--- src/assert_macros.svh ---
// assertion helper macros
`ifndef ASSERT_MACROS_SVH
`define ASSERT_MACROS_SVH

// property must hold whenever reset is low
`define CHK_ALWAYS(label, prop, msg) \
  label: assert property (@(posedge clk) disable iff (rst) (prop)) else $error(msg);

// antecedent implies consequent on the next clock
`define CHK_NEXT(label, ante, cons, msg) \
  label: assert property (@(posedge clk) disable iff (rst) (ante) |=> (cons)) else $error(msg);

`endif

--- src/nhrf_pkg.sv ---
// ----------------------------------------------------------------------------
// nhrf_pkg
// shared types and constants of the newton root finder
// ----------------------------------------------------------------------------
package nhrf_pkg;
  localparam int DEGREE_DEF    = 2;
  localparam int FRAC_BITS_DEF = 16;
  localparam int QW   = 32;
  localparam int KW   = 17;
  localparam int TOLW = 16;
  localparam logic [KW-1:0] LIMIT_CAP = 17'd131070;

  localparam logic [1:0] OUT_CONV  = 2'd0;
  localparam logic [1:0] OUT_LIMIT = 2'd1;
  localparam logic [1:0] OUT_ZDER  = 2'd2;

  localparam logic [2:0] REG_C0  = 3'd0;
  localparam logic [2:0] REG_C1  = 3'd1;
  localparam logic [2:0] REG_C2  = 3'd2;
  localparam logic [2:0] REG_TOL = 3'd3;
  localparam logic [2:0] REG_LIM = 3'd4;

  localparam logic signed [QW-1:0] QMAX = 32'sh7fffffff;
  localparam logic signed [QW-1:0] QMIN = 32'sh80000000;

  typedef struct packed {
    logic signed [QW-1:0] c0;
    logic signed [QW-1:0] c1;
    logic signed [QW-1:0] c2;
    logic [TOLW-1:0]      tol;
    logic [KW-1:0]        lim;
  } cfg_t;

  function automatic logic signed [QW-1:0] sat_w(input logic signed [QW+1:0] v);
    if (v > $signed({{2{1'b0}}, QMAX})) return QMAX;
    if (v < $signed({{2{1'b1}}, QMIN})) return QMIN;
    return v[QW-1:0];
  endfunction
endpackage

--- src/nhrf_if.sv ---
// ----------------------------------------------------------------------------
// nhrf_in_if / nhrf_out_if
// valid/ready channels of the root finder
// ----------------------------------------------------------------------------
interface nhrf_in_if;
  logic        valid;
  logic        ready;
  logic [31:0] x_start;
  modport source (output valid, output x_start, input ready);
  modport sink (input valid, input x_start, output ready);
endinterface

interface nhrf_out_if;
  logic        valid;
  logic        ready;
  logic [31:0] root;
  logic [16:0] steps_taken;
  logic [1:0]  outcome;
  modport source (output valid, output root, output steps_taken, output outcome, input ready);
  modport sink (input valid, input root, input steps_taken, input outcome, output ready);
endinterface

--- src/nhrf_div.sv ---
// ----------------------------------------------------------------------------
// nhrf_div
// radix-2 signed divider, one quotient bit per cycle, truncates toward zero
// ----------------------------------------------------------------------------
module nhrf_div #(
  parameter int FRAC_BITS = nhrf_pkg::FRAC_BITS_DEF
) (
  input  logic                         clk,
  input  logic                         rst,
  input  logic                         start,
  input  logic signed [nhrf_pkg::QW-1:0] num,
  input  logic signed [nhrf_pkg::QW-1:0] den,
  output logic                         done,
  output logic signed [nhrf_pkg::QW-1:0] quot
);
  import nhrf_pkg::*;
  localparam int NW = QW + FRAC_BITS;
  localparam int CW = $clog2(NW + 1);

  logic [NW-1:0] n_mag;
  logic [QW-1:0] d_mag;
  logic [QW:0]   rem;
  logic [NW-1:0] q;
  logic [CW-1:0] cnt;
  logic          busy;
  logic          neg;
  logic [QW:0]   trial;
  logic [QW+1:0] qs;

  assign trial = {rem[QW-1:0], n_mag[NW-1]} - {1'b0, d_mag};

  always_ff @(posedge clk) begin
    if (rst) begin
      busy <= 1'b0;
      done <= 1'b0;
    end else begin
      done <= 1'b0;
      if (start) begin
        busy  <= 1'b1;
        cnt   <= CW'(NW);
        neg   <= num[QW-1] ^ den[QW-1];
        n_mag <= {(num[QW-1] ? QW'(-num) : QW'(num)), {FRAC_BITS{1'b0}}};
        d_mag <= den[QW-1] ? QW'(-den) : QW'(den);
        rem   <= '0;
        q     <= '0;
      end else if (busy) begin
        if (!trial[QW]) begin
          rem <= trial;
          q   <= {q[NW-2:0], 1'b1};
        end else begin
          rem <= {rem[QW-1:0], n_mag[NW-1]};
          q   <= {q[NW-2:0], 1'b0};
        end
        n_mag <= {n_mag[NW-2:0], 1'b0};
        cnt   <= cnt - 1'b1;
        if (cnt == CW'(1)) begin
          busy <= 1'b0;
          done <= 1'b1;
        end
      end
    end
  end

  // magnitude saturated to 33 bits before sign applied
  always_comb begin
    logic [QW:0] m;
    if (|q[NW-1:QW]) m = {1'b1, {QW{1'b0}}};
    else m = {1'b0, q[QW-1:0]};
    qs = neg ? -{1'b0, m} : {1'b0, m};
    quot = sat_w(qs);
  end
endmodule

--- src/nhrf_mac.sv ---
// ----------------------------------------------------------------------------
// nhrf_mac
// shared multiply-accumulate: sat(addend + floor(a*b >> FRAC_BITS)), registered
// ----------------------------------------------------------------------------
module nhrf_mac #(
  parameter int FRAC_BITS = nhrf_pkg::FRAC_BITS_DEF
) (
  input  logic                           clk,
  input  logic signed [nhrf_pkg::QW-1:0] a,
  input  logic signed [nhrf_pkg::QW-1:0] b,
  input  logic signed [nhrf_pkg::QW-1:0] addend,
  output logic signed [nhrf_pkg::QW-1:0] res
);
  import nhrf_pkg::*;
  logic signed [2*QW-1:0] prod;
  logic signed [QW-1:0]   prod_q;
  logic signed [QW-1:0]   add_q;
  logic signed [2*QW-1:0] sh;

  assign sh = prod >>> FRAC_BITS;

  always_ff @(posedge clk) begin
    prod   <= a * b;
    add_q  <= addend;
  end

  always_comb begin
    if (sh > $signed({{QW{1'b0}}, QMAX})) prod_q = QMAX;
    else if (sh < $signed({{QW{1'b1}}, QMIN})) prod_q = QMIN;
    else prod_q = sh[QW-1:0];
  end

  always_ff @(posedge clk) begin
    res <= sat_w({{2{add_q[QW-1]}}, add_q} + {{2{prod_q[QW-1]}}, prod_q});
  end
endmodule

--- src/newton_horner_root_finder.sv ---
// newton root finder for a configured quadratic, signed fixed point
// each step runs a horner pass at x0, a division on the bit-serial divider and a
// horner pass at x1, both passes on the shared mac; a limit stop ends a step after
// its division, a zero slope stop ends it before the division
// throughput: one transaction at a time, ready again once the result is taken
// reset (synchronous, active high) clears control and loads default registers
// ----------------------------------------------------------------------------
// newton_horner_root_finder
// newton iteration with horner evaluation on one shared mac and one divider
// ----------------------------------------------------------------------------
module newton_horner_root_finder #(
  parameter int DEGREE    = nhrf_pkg::DEGREE_DEF,
  parameter int FRAC_BITS = nhrf_pkg::FRAC_BITS_DEF
) (
  input  logic        clk,
  input  logic        rst,
  nhrf_in_if.sink     in_ch,
  nhrf_out_if.source  out_ch,
  input  logic        psel,
  input  logic        penable,
  input  logic        pwrite,
  input  logic [4:0]  paddr,
  input  logic [31:0] pwdata,
  output logic [31:0] prdata,
  output logic        pready
);
  import nhrf_pkg::*;
  `include "assert_macros.svh"

  localparam logic [3:0] S_IDLE  = 4'd0;
  localparam logic [3:0] S_HISS  = 4'd1;  // issue horner term
  localparam logic [3:0] S_HW1   = 4'd2;
  localparam logic [3:0] S_HW2   = 4'd3;  // mac result ready
  localparam logic [3:0] S_DIV   = 4'd4;
  localparam logic [3:0] S_DWAIT = 4'd5;
  localparam logic [3:0] S_CHK   = 4'd6;
  localparam logic [3:0] S_OUT   = 4'd7;
  localparam logic [3:0] S_TEST  = 4'd8;

  cfg_t cfg;
  logic [3:0] state;
  logic signed [QW-1:0] x0, x1, hx, bval, cval;
  logic [KW-1:0] k, lim;
  logic [1:0] hi;        // horner index
  logic hsub;            // 0 value term, 1 derivative term
  logic pass2;           // second horner pass on x1
  logic signed [QW-1:0] mac_a, mac_b, mac_add, mac_res;
  logic div_start, div_done;
  logic signed [QW-1:0] quot;
  logic signed [QW+1:0] dx;
  logic signed [QW:0] adx, apv;
  logic [31:0] root_r;
  logic [KW-1:0] steps_r;
  logic [1:0] outc_r;

  // ---- configuration port, writes at access phase ----
  assign pready = 1'b1;
  always_ff @(posedge clk) begin
    if (rst) begin
      cfg.c0  <= 32'sd131072;
      cfg.c1  <= 32'sd262144;
      cfg.c2  <= -32'sd65536;
      cfg.tol <= 16'd1;
      cfg.lim <= 17'd100000;
    end else if (psel && penable && pwrite) begin
      unique case (paddr[4:2])
        REG_C0:  cfg.c0  <= pwdata;
        REG_C1:  cfg.c1  <= pwdata;
        REG_C2:  cfg.c2  <= pwdata;
        REG_TOL: cfg.tol <= pwdata[TOLW-1:0];
        REG_LIM: cfg.lim <= pwdata[KW-1:0];
        default: ;
      endcase
    end
  end

  always_comb begin
    unique case (paddr[4:2])
      REG_C0:  prdata = cfg.c0;
      REG_C1:  prdata = cfg.c1;
      REG_C2:  prdata = cfg.c2;
      REG_TOL: prdata = {16'd0, cfg.tol};
      REG_LIM: prdata = {15'd0, cfg.lim};
      default: prdata = '0;
    endcase
  end

  function automatic logic signed [QW-1:0] coef_at(input logic [1:0] i, input cfg_t c);
    case (i)
      2'd0:    return c.c0;
      2'd1:    return c.c1;
      default: return c.c2;
    endcase
  endfunction

  // ---- shared datapath units ----
  // value term: b = coef[hi] + x*b ; derivative term: c = b + x*c
  assign mac_a   = hx;
  assign mac_b   = hsub ? cval : bval;
  assign mac_add = hsub ? bval : coef_at(hi, cfg);

  nhrf_mac #(.FRAC_BITS(FRAC_BITS)) u_mac (
    .clk(clk), .a(mac_a), .b(mac_b), .addend(mac_add), .res(mac_res)
  );

  nhrf_div #(.FRAC_BITS(FRAC_BITS)) u_div (
    .clk(clk), .rst(rst), .start(div_start), .num(bval), .den(cval),
    .done(div_done), .quot(quot)
  );

  assign div_start = (state == S_DIV);
  assign dx  = {{2{x1[QW-1]}}, x1} - {{2{x0[QW-1]}}, x0};
  assign adx = dx[QW+1] ? (QW+1)'(0) - dx[QW:0] : dx[QW:0];
  assign apv = bval[QW-1] ? -{bval[QW-1], bval} : {bval[QW-1], bval};

  assign in_ch.ready        = (state == S_IDLE);
  assign out_ch.valid       = (state == S_OUT);
  assign out_ch.root        = root_r;
  assign out_ch.steps_taken = steps_r;
  assign out_ch.outcome     = outc_r;

  // ---- sequencer ----
  always_ff @(posedge clk) begin
    if (rst) begin
      state <= S_IDLE;
    end else begin
      unique case (state)
        S_IDLE: if (in_ch.valid) begin
          x0    <= in_ch.x_start;
          hx    <= in_ch.x_start;
          k     <= '0;
          lim   <= (cfg.lim > LIMIT_CAP) ? LIMIT_CAP : cfg.lim;
          pass2 <= 1'b0;
          hi    <= 2'(DEGREE - 1);
          hsub  <= 1'b0;
          bval  <= coef_at(2'(DEGREE), cfg);
          cval  <= coef_at(2'(DEGREE), cfg);
          state <= S_HISS;
        end
        S_HISS:  state <= S_HW1;
        S_HW1:   state <= S_HW2;
        S_HW2: begin
          // walk value then derivative term for each index down to 1, then value term at 0
          if (!hsub) begin
            bval <= mac_res;
            if (hi != 2'd0) begin
              hsub  <= 1'b1;
              state <= S_HISS;
            end else if (pass2) state <= S_TEST;
            else state <= S_CHK;
          end else begin
            cval  <= mac_res;
            hsub  <= 1'b0;
            hi    <= hi - 1'b1;
            state <= S_HISS;
          end
        end
        S_CHK: begin
          if (cval == '0) begin
            root_r  <= x0;
            steps_r <= k;
            outc_r  <= OUT_ZDER;
            state   <= S_OUT;
          end else state <= S_DIV;
        end
        S_DIV:   state <= S_DWAIT;
        S_DWAIT: if (div_done) begin
          x1 <= sat_w({{2{x0[QW-1]}}, x0} - {{2{quot[QW-1]}}, quot});
          hx <= sat_w({{2{x0[QW-1]}}, x0} - {{2{quot[QW-1]}}, quot});
          if (k > lim) begin
            root_r  <= sat_w({{2{x0[QW-1]}}, x0} - {{2{quot[QW-1]}}, quot});
            steps_r <= k;
            outc_r  <= OUT_LIMIT;
            state   <= S_OUT;
          end else begin
            k     <= k + 1'b1;
            pass2 <= 1'b1;
            hi    <= 2'(DEGREE - 1);
            hsub  <= 1'b0;
            bval  <= coef_at(2'(DEGREE), cfg);
            cval  <= coef_at(2'(DEGREE), cfg);
            state <= S_HISS;
          end
        end
        S_TEST: begin
          if (adx < {17'd0, cfg.tol} && apv < {17'd0, cfg.tol}) begin
            root_r  <= x1;
            steps_r <= k;
            outc_r  <= OUT_CONV;
            state   <= S_OUT;
          end else begin
            // next step from x1; value and derivative at x1 are recomputed
            x0    <= x1;
            hx    <= x1;
            pass2 <= 1'b0;
            hi    <= 2'(DEGREE - 1);
            hsub  <= 1'b0;
            bval  <= coef_at(2'(DEGREE), cfg);
            cval  <= coef_at(2'(DEGREE), cfg);
            state <= S_HISS;
          end
        end
        S_OUT: if (out_ch.ready) state <= S_IDLE;
        default: state <= S_IDLE;
      endcase
    end
  end

  `CHK_ALWAYS(a_steps_bound, !(state == S_OUT) || steps_r <= LIMIT_CAP + 17'd1, "step count past cap")
  `CHK_NEXT(a_out_hold, state == S_OUT && !out_ch.ready, state == S_OUT, "result dropped")
  `CHK_ALWAYS(a_conv_code, !(state == S_OUT) || outc_r != 2'd3, "bad outcome code")
endmodule
--- src/flat_wrapper.sv ---
// flat-port wrapper written by rule: the top's interface ports become plain ports
module newton_horner_root_finder_flat import nhrf_pkg::*;
#(
  parameter int DEGREE    = nhrf_pkg::DEGREE_DEF,
  parameter int FRAC_BITS = nhrf_pkg::FRAC_BITS_DEF
)
  (clk, rst, psel, penable, pwrite, paddr, pwdata, prdata, pready, in_ch_valid, in_ch_x_start, in_ch_ready, out_ch_valid, out_ch_root, out_ch_steps_taken, out_ch_outcome, out_ch_ready);
  nhrf_in_if in_ch_i ();
  nhrf_out_if out_ch_i ();
  input  logic clk;
  input  logic rst;
  input  logic psel;
  input  logic penable;
  input  logic pwrite;
  input  logic [4:0] paddr;
  input  logic [31:0] pwdata;
  output logic [31:0] prdata;
  output logic pready;
  input wire logic [$bits(in_ch_i.valid)-1:0] in_ch_valid;
  input wire logic [$bits(in_ch_i.x_start)-1:0] in_ch_x_start;
  output wire logic [$bits(in_ch_i.ready)-1:0] in_ch_ready;
  output wire logic [$bits(out_ch_i.valid)-1:0] out_ch_valid;
  output wire logic [$bits(out_ch_i.root)-1:0] out_ch_root;
  output wire logic [$bits(out_ch_i.steps_taken)-1:0] out_ch_steps_taken;
  output wire logic [$bits(out_ch_i.outcome)-1:0] out_ch_outcome;
  input wire logic [$bits(out_ch_i.ready)-1:0] out_ch_ready;
  assign in_ch_i.valid = in_ch_valid;
  assign in_ch_i.x_start = in_ch_x_start;
  assign in_ch_ready = in_ch_i.ready;
  assign out_ch_valid = out_ch_i.valid;
  assign out_ch_root = out_ch_i.root;
  assign out_ch_steps_taken = out_ch_i.steps_taken;
  assign out_ch_outcome = out_ch_i.outcome;
  assign out_ch_i.ready = out_ch_ready;
  newton_horner_root_finder #(.DEGREE(DEGREE), .FRAC_BITS(FRAC_BITS)) u_core (.clk(clk), .rst(rst), .in_ch(in_ch_i), .out_ch(out_ch_i), .psel(psel), .penable(penable), .pwrite(pwrite), .paddr(paddr), .pwdata(pwdata), .prdata(prdata), .pready(pready));
endmodule
--- config.mk ---
export PLATFORM = sky130hd
export DESIGN_NAME = newton_horner_root_finder_flat
export DESIGN_NICKNAME = d
export VERILOG_FILES = /design/src/nhrf_pkg.sv /design/src/nhrf_if.sv /design/src/nhrf_div.sv /design/src/nhrf_mac.sv /design/src/newton_horner_root_finder.sv /design/src/flat_wrapper.sv
export VERILOG_INCLUDE_DIRS = /design/src /design/src/src
export SDC_FILE = /design/constraint.sdc
export NUM_CORES = 2
export LEC_CHECK = 0
export ABC_AREA = 1
export BUFFER_PORTS_ARGS = -buffer_cell sky130_fd_sc_hd__buf_2
export CORE_MARGIN = 2
export CORE_UTILIZATION = 65
export CTS_CLUSTER_DIAMETER = 120
export DETAILED_ROUTE_END_ITERATION = 6
export GPL_ROUTABILITY_DRIVEN = 0
export GPL_TIMING_DRIVEN = 0
export HOLD_SLACK_MARGIN = 0.08
export PLACE_DENSITY_LB_ADDON = 0.08
export SETUP_SLACK_MARGIN = 0.15
export SLEW_MARGIN = 15
export SYNTH_ARGS = -nofsm -noshare
export SYNTH_HDL_FRONTEND = slang
export SYNTH_HIERARCHICAL = 1
export SYNTH_SLANG_ARGS = --single-unit
--- constraint.sdc ---
create_clock -name clk -period 11.36 [get_ports clk]
set_input_delay 0 -clock clk [delete_from_list [all_inputs] [get_ports clk]]
set_output_delay 0 -clock clk [all_outputs]
set_load 0.02 [all_outputs]
==> flow_metrics.tcl <==
set metrics [dict create \
    highest_layer "met5" \
    clk_latency_ns 0.66 \
    grt_usage 0.464 \
    synth_area_um2 78100 \
    critical_path_class "flip-flop to flip-flop" \
    wl_met2_um 118000 \
    cap_violations 0 \
    synth_warnings 6 \
    max_freq_mhz 96.7 \
    violations "DRC" \
    design_area_um2 84500 \
    dieArea_um2 123000 \
    post_cts_buffers 0 \
    status "complete, but fails checks" \
    crit_fanout 11 \
    async_flop_share 0 \
    cts.path.max_buffers 3 \
    wl_um 281000 \
    multiInputGateArea_um2 50800 \
    finClkSkew_ns 0.0294 \
    drt-met1-wl_um 93600 \
    ys_ff_latch 647 \
    drive_gt1_frac 0.0449 \
    clk_pin_slew_ns 0.07 \
    synthFlopType "edfxtp_1" \
    fillers 9852 \
    postCtsHoldBufs 84 \
    worst-path-buf-inv 7 \
    wl_met3_um 41400 \
    hpwl_um 225000 \
    cts_tree "done" \
    dpl_worst_slack_ns 1.49 \
    fin_nets 12100 \
    synth_cells 10200 \
    critPathTopFamily "adder cells" \
    start_util 0.653 \
    synth.distinct_cells 67 \
    ant_nets 0 \
    grt_pass1_wl_um 422000 \
    cts_buffers 67 \
    crit_required_ns 11.89 \
    end_kind "flip-flop" \
    postSynthAreaPerCell_um2 7.64 \
    crit_top_cell "fa_1" \
    route.vias.total 72900 \
    startpoint_type "flip-flop" \
    grt_max_degree 35 \
    clock-sinks 647 \
    setup_viol 0 \
    rows 127 \
    cts_resized 0 \
    rsz0062_at_grt "no" \
    drtIter0Drc 9890 \
    syn_nets 11700 \
    cts_max_level 3 \
    port_buffers 158 \
    io_pins 162 \
    syn_to_final_growth_pct 8.30 \
    first_pass_iters 7 \
    seqCellArea_um2 17000 \
    grt-ovfl-total 0 \
    relSlewSlack 0.0370 \
    drc 7 \
    antenna_found_initial 30 \
    period_share 0.911 \
    slowest_delay_ns 0.99 \
    post-route-min-period_ns 10.35 \
    wl_per_cell_um 22.9 \
    arrival_ns 10.87 \
    worst_pin_slew_ns 1.44 \
    critPathSlowestCell "fa_1" \
    setup_ws_ns 1.01 \
    die_w_um 351 \
    yosysSeqAreaShare 0.217 \
    synth_edf_count 400 \
    post_drt_via_cell_ratio 5.95 \
    hold_viol 0 \
    drv_slew 0 \
    min_path_type "input port to flip-flop" \
    clockRootBuffer "clkbuf_16" \
    placed_area_um2 81300 \
    coreArea_um2 119000 \
    grt_pass1_vias 71200 \
    die_h_um 351 \
]
[registers in the layout (all words and copies together), names as in the netlist, 17 cells and up]
| signal | flops |
|---|---|
| u_core/u_mac/res | 32 |
| u_core/u_div/rem | 32 |
| u_core/bval | 32 |
| u_core/u_div/q | 48 |
| u_core/u_div/d_mag | 32 |
| u_core/x1 | 32 |
| u_core/k | 17 |
| u_core/u_mac/prod | 48 |
| u_core/u_mac/add_q | 32 |
| u_core/out_ch.root | 32 |
| u_core/lim | 17 |
| u_core/cfg | 129 |
| u_core/x0 | 32 |
| u_core/hx | 32 |
| u_core/cval | 32 |
| u_core/u_div/n_mag | 32 |
| u_core/out_ch.steps_taken | 17 |
[area by class of cell]
cell class / instances / area share
clock inverter: 41 / 0.00564
inverter: 2357 / 0.105
tap: 1612 / 0.0239
buffer: 380 / 0.0185
antenna: 22 / 0.000651
multi-input combinational: 6834 / 0.601
sequential: 647 / 0.201
timing repair buffer: 274 / 0.0239
clock buffer: 82 / 0.0215
[metrics by stage]
| step | hold slack, ns | utilization | TNS, ns | instances |
|---|---|---|---|---|
| finish | 0.131 | 0.708 | 0 | 12200 |
| global route | 0.158 | 0.707 | 0 | 12200 |
| CTS | 0.0835 | 0.707 | 0 | 12200 |
| detailed placement | 0.254 | 0.680 | 0 | 12000 |
| global placement | 0.251 | 0.677 | -0.577 | 12000 |
| floorplan | 0.0771 | - | 0 | 10200 |
[cells in the final DEF, fill, tap and decap left out, types with 11 or more instances in the layout]
cell type      synthesis  layout
a21boi_0              17      17
a21o_1                11      11
a21oi_1              287     286
a221oi_1              50      50
a31oi_1               20      20
buf_2                 12     172
buf_4                  6      22
buf_6                 11      15
clkbuf_1             341     336
clkbuf_16              0      70
clkbuf_2               1      16
clkinv_2               0      13
dfxtp_1              247     247
diode_2                0      22
dlygate4sd3_1          0      84
edfxtp_1             400     400
fa_1                1085    1084
ha_1                 365     365
inv_1               2339    2335
inv_2                 15      19
nand2_1             2763    2763
nand2_2               29      29
nand3_1              255     255
nand3_2               12      12
nand3b_1              14      14
nand4_1               80      80
nor2_1               775     774
nor2_2                22      22
nor3_1                73      71
nor4_1                29      28
o211ai_1              57      57
o21ai_0              509     480
o21ai_1               34      59
o21bai_1              26      26
or2_2                 19      19
xnor2_1               64      64
xor2_1               153     153
[logic make-up after synthesis]
kind of cell,after synthesis,share of synthesized area
xor gates and xnor gates,218,0.0246
buffers and inverters,2737,0.133
and+or+nand+nor,4092,0.211
other,1,0.0000480
adders and majority gates,1450,0.337
DFF,647,0.217
AOI/OAI and AO/OA,1073,0.0775
[path summary, 6_finish.rpt]
check / start / end / slack (ns) / cells after the start
setup / recovery: u_core/hsub / u_core/u_mac/prod[53] / 1.01 / 27
hold / removal: pwdata[29] / u_core/cfg[62] / 0.13 / 4
setup reg to reg: u_core/hsub / u_core/u_mac/prod[53] / 1.01 / 27
hold reg to reg: u_core/cfg[82] / u_core/cfg[82] / 0.51 / 2
[per-layer routing]
metal / vias up / GRT usage
met3: 1547 / 0.177
met5: - / 0.00275
met1: 34300 / 0.547
li1: 31500 / -
met2: 5511 / 0.683
met4: 22 / 0.363
[worst min-delay path, stage by stage]
cell and delay (ns):
dlygate4sd3_1 0.52, buf_2 0.12, nand2_1 0.05, o211ai_1 0.07
[synth_stat cells (50+ instances only)]
library cell  number  share of area
fa_1            1085           0.28
ha_1             365          0.058
edfxtp_1         400           0.15
a221oi_1          50         0.0056
clkbuf_1         341          0.016
nand3_1          255          0.016
nor3_1            73         0.0047
nand2_1         2763           0.13
o21ai_0          509          0.033
dfxtp_1          247          0.063
xor2_1           153          0.017
a21oi_1          287          0.018
inv_1           2339           0.11
o211ai_1          57         0.0055
nand4_1           80         0.0064
xnor2_1           64         0.0072
nor2_1           775          0.037
Power is left out: the tool's default activity adds up to more than one toggle a clock period on the data nets, which glitch-free logic cannot reach.
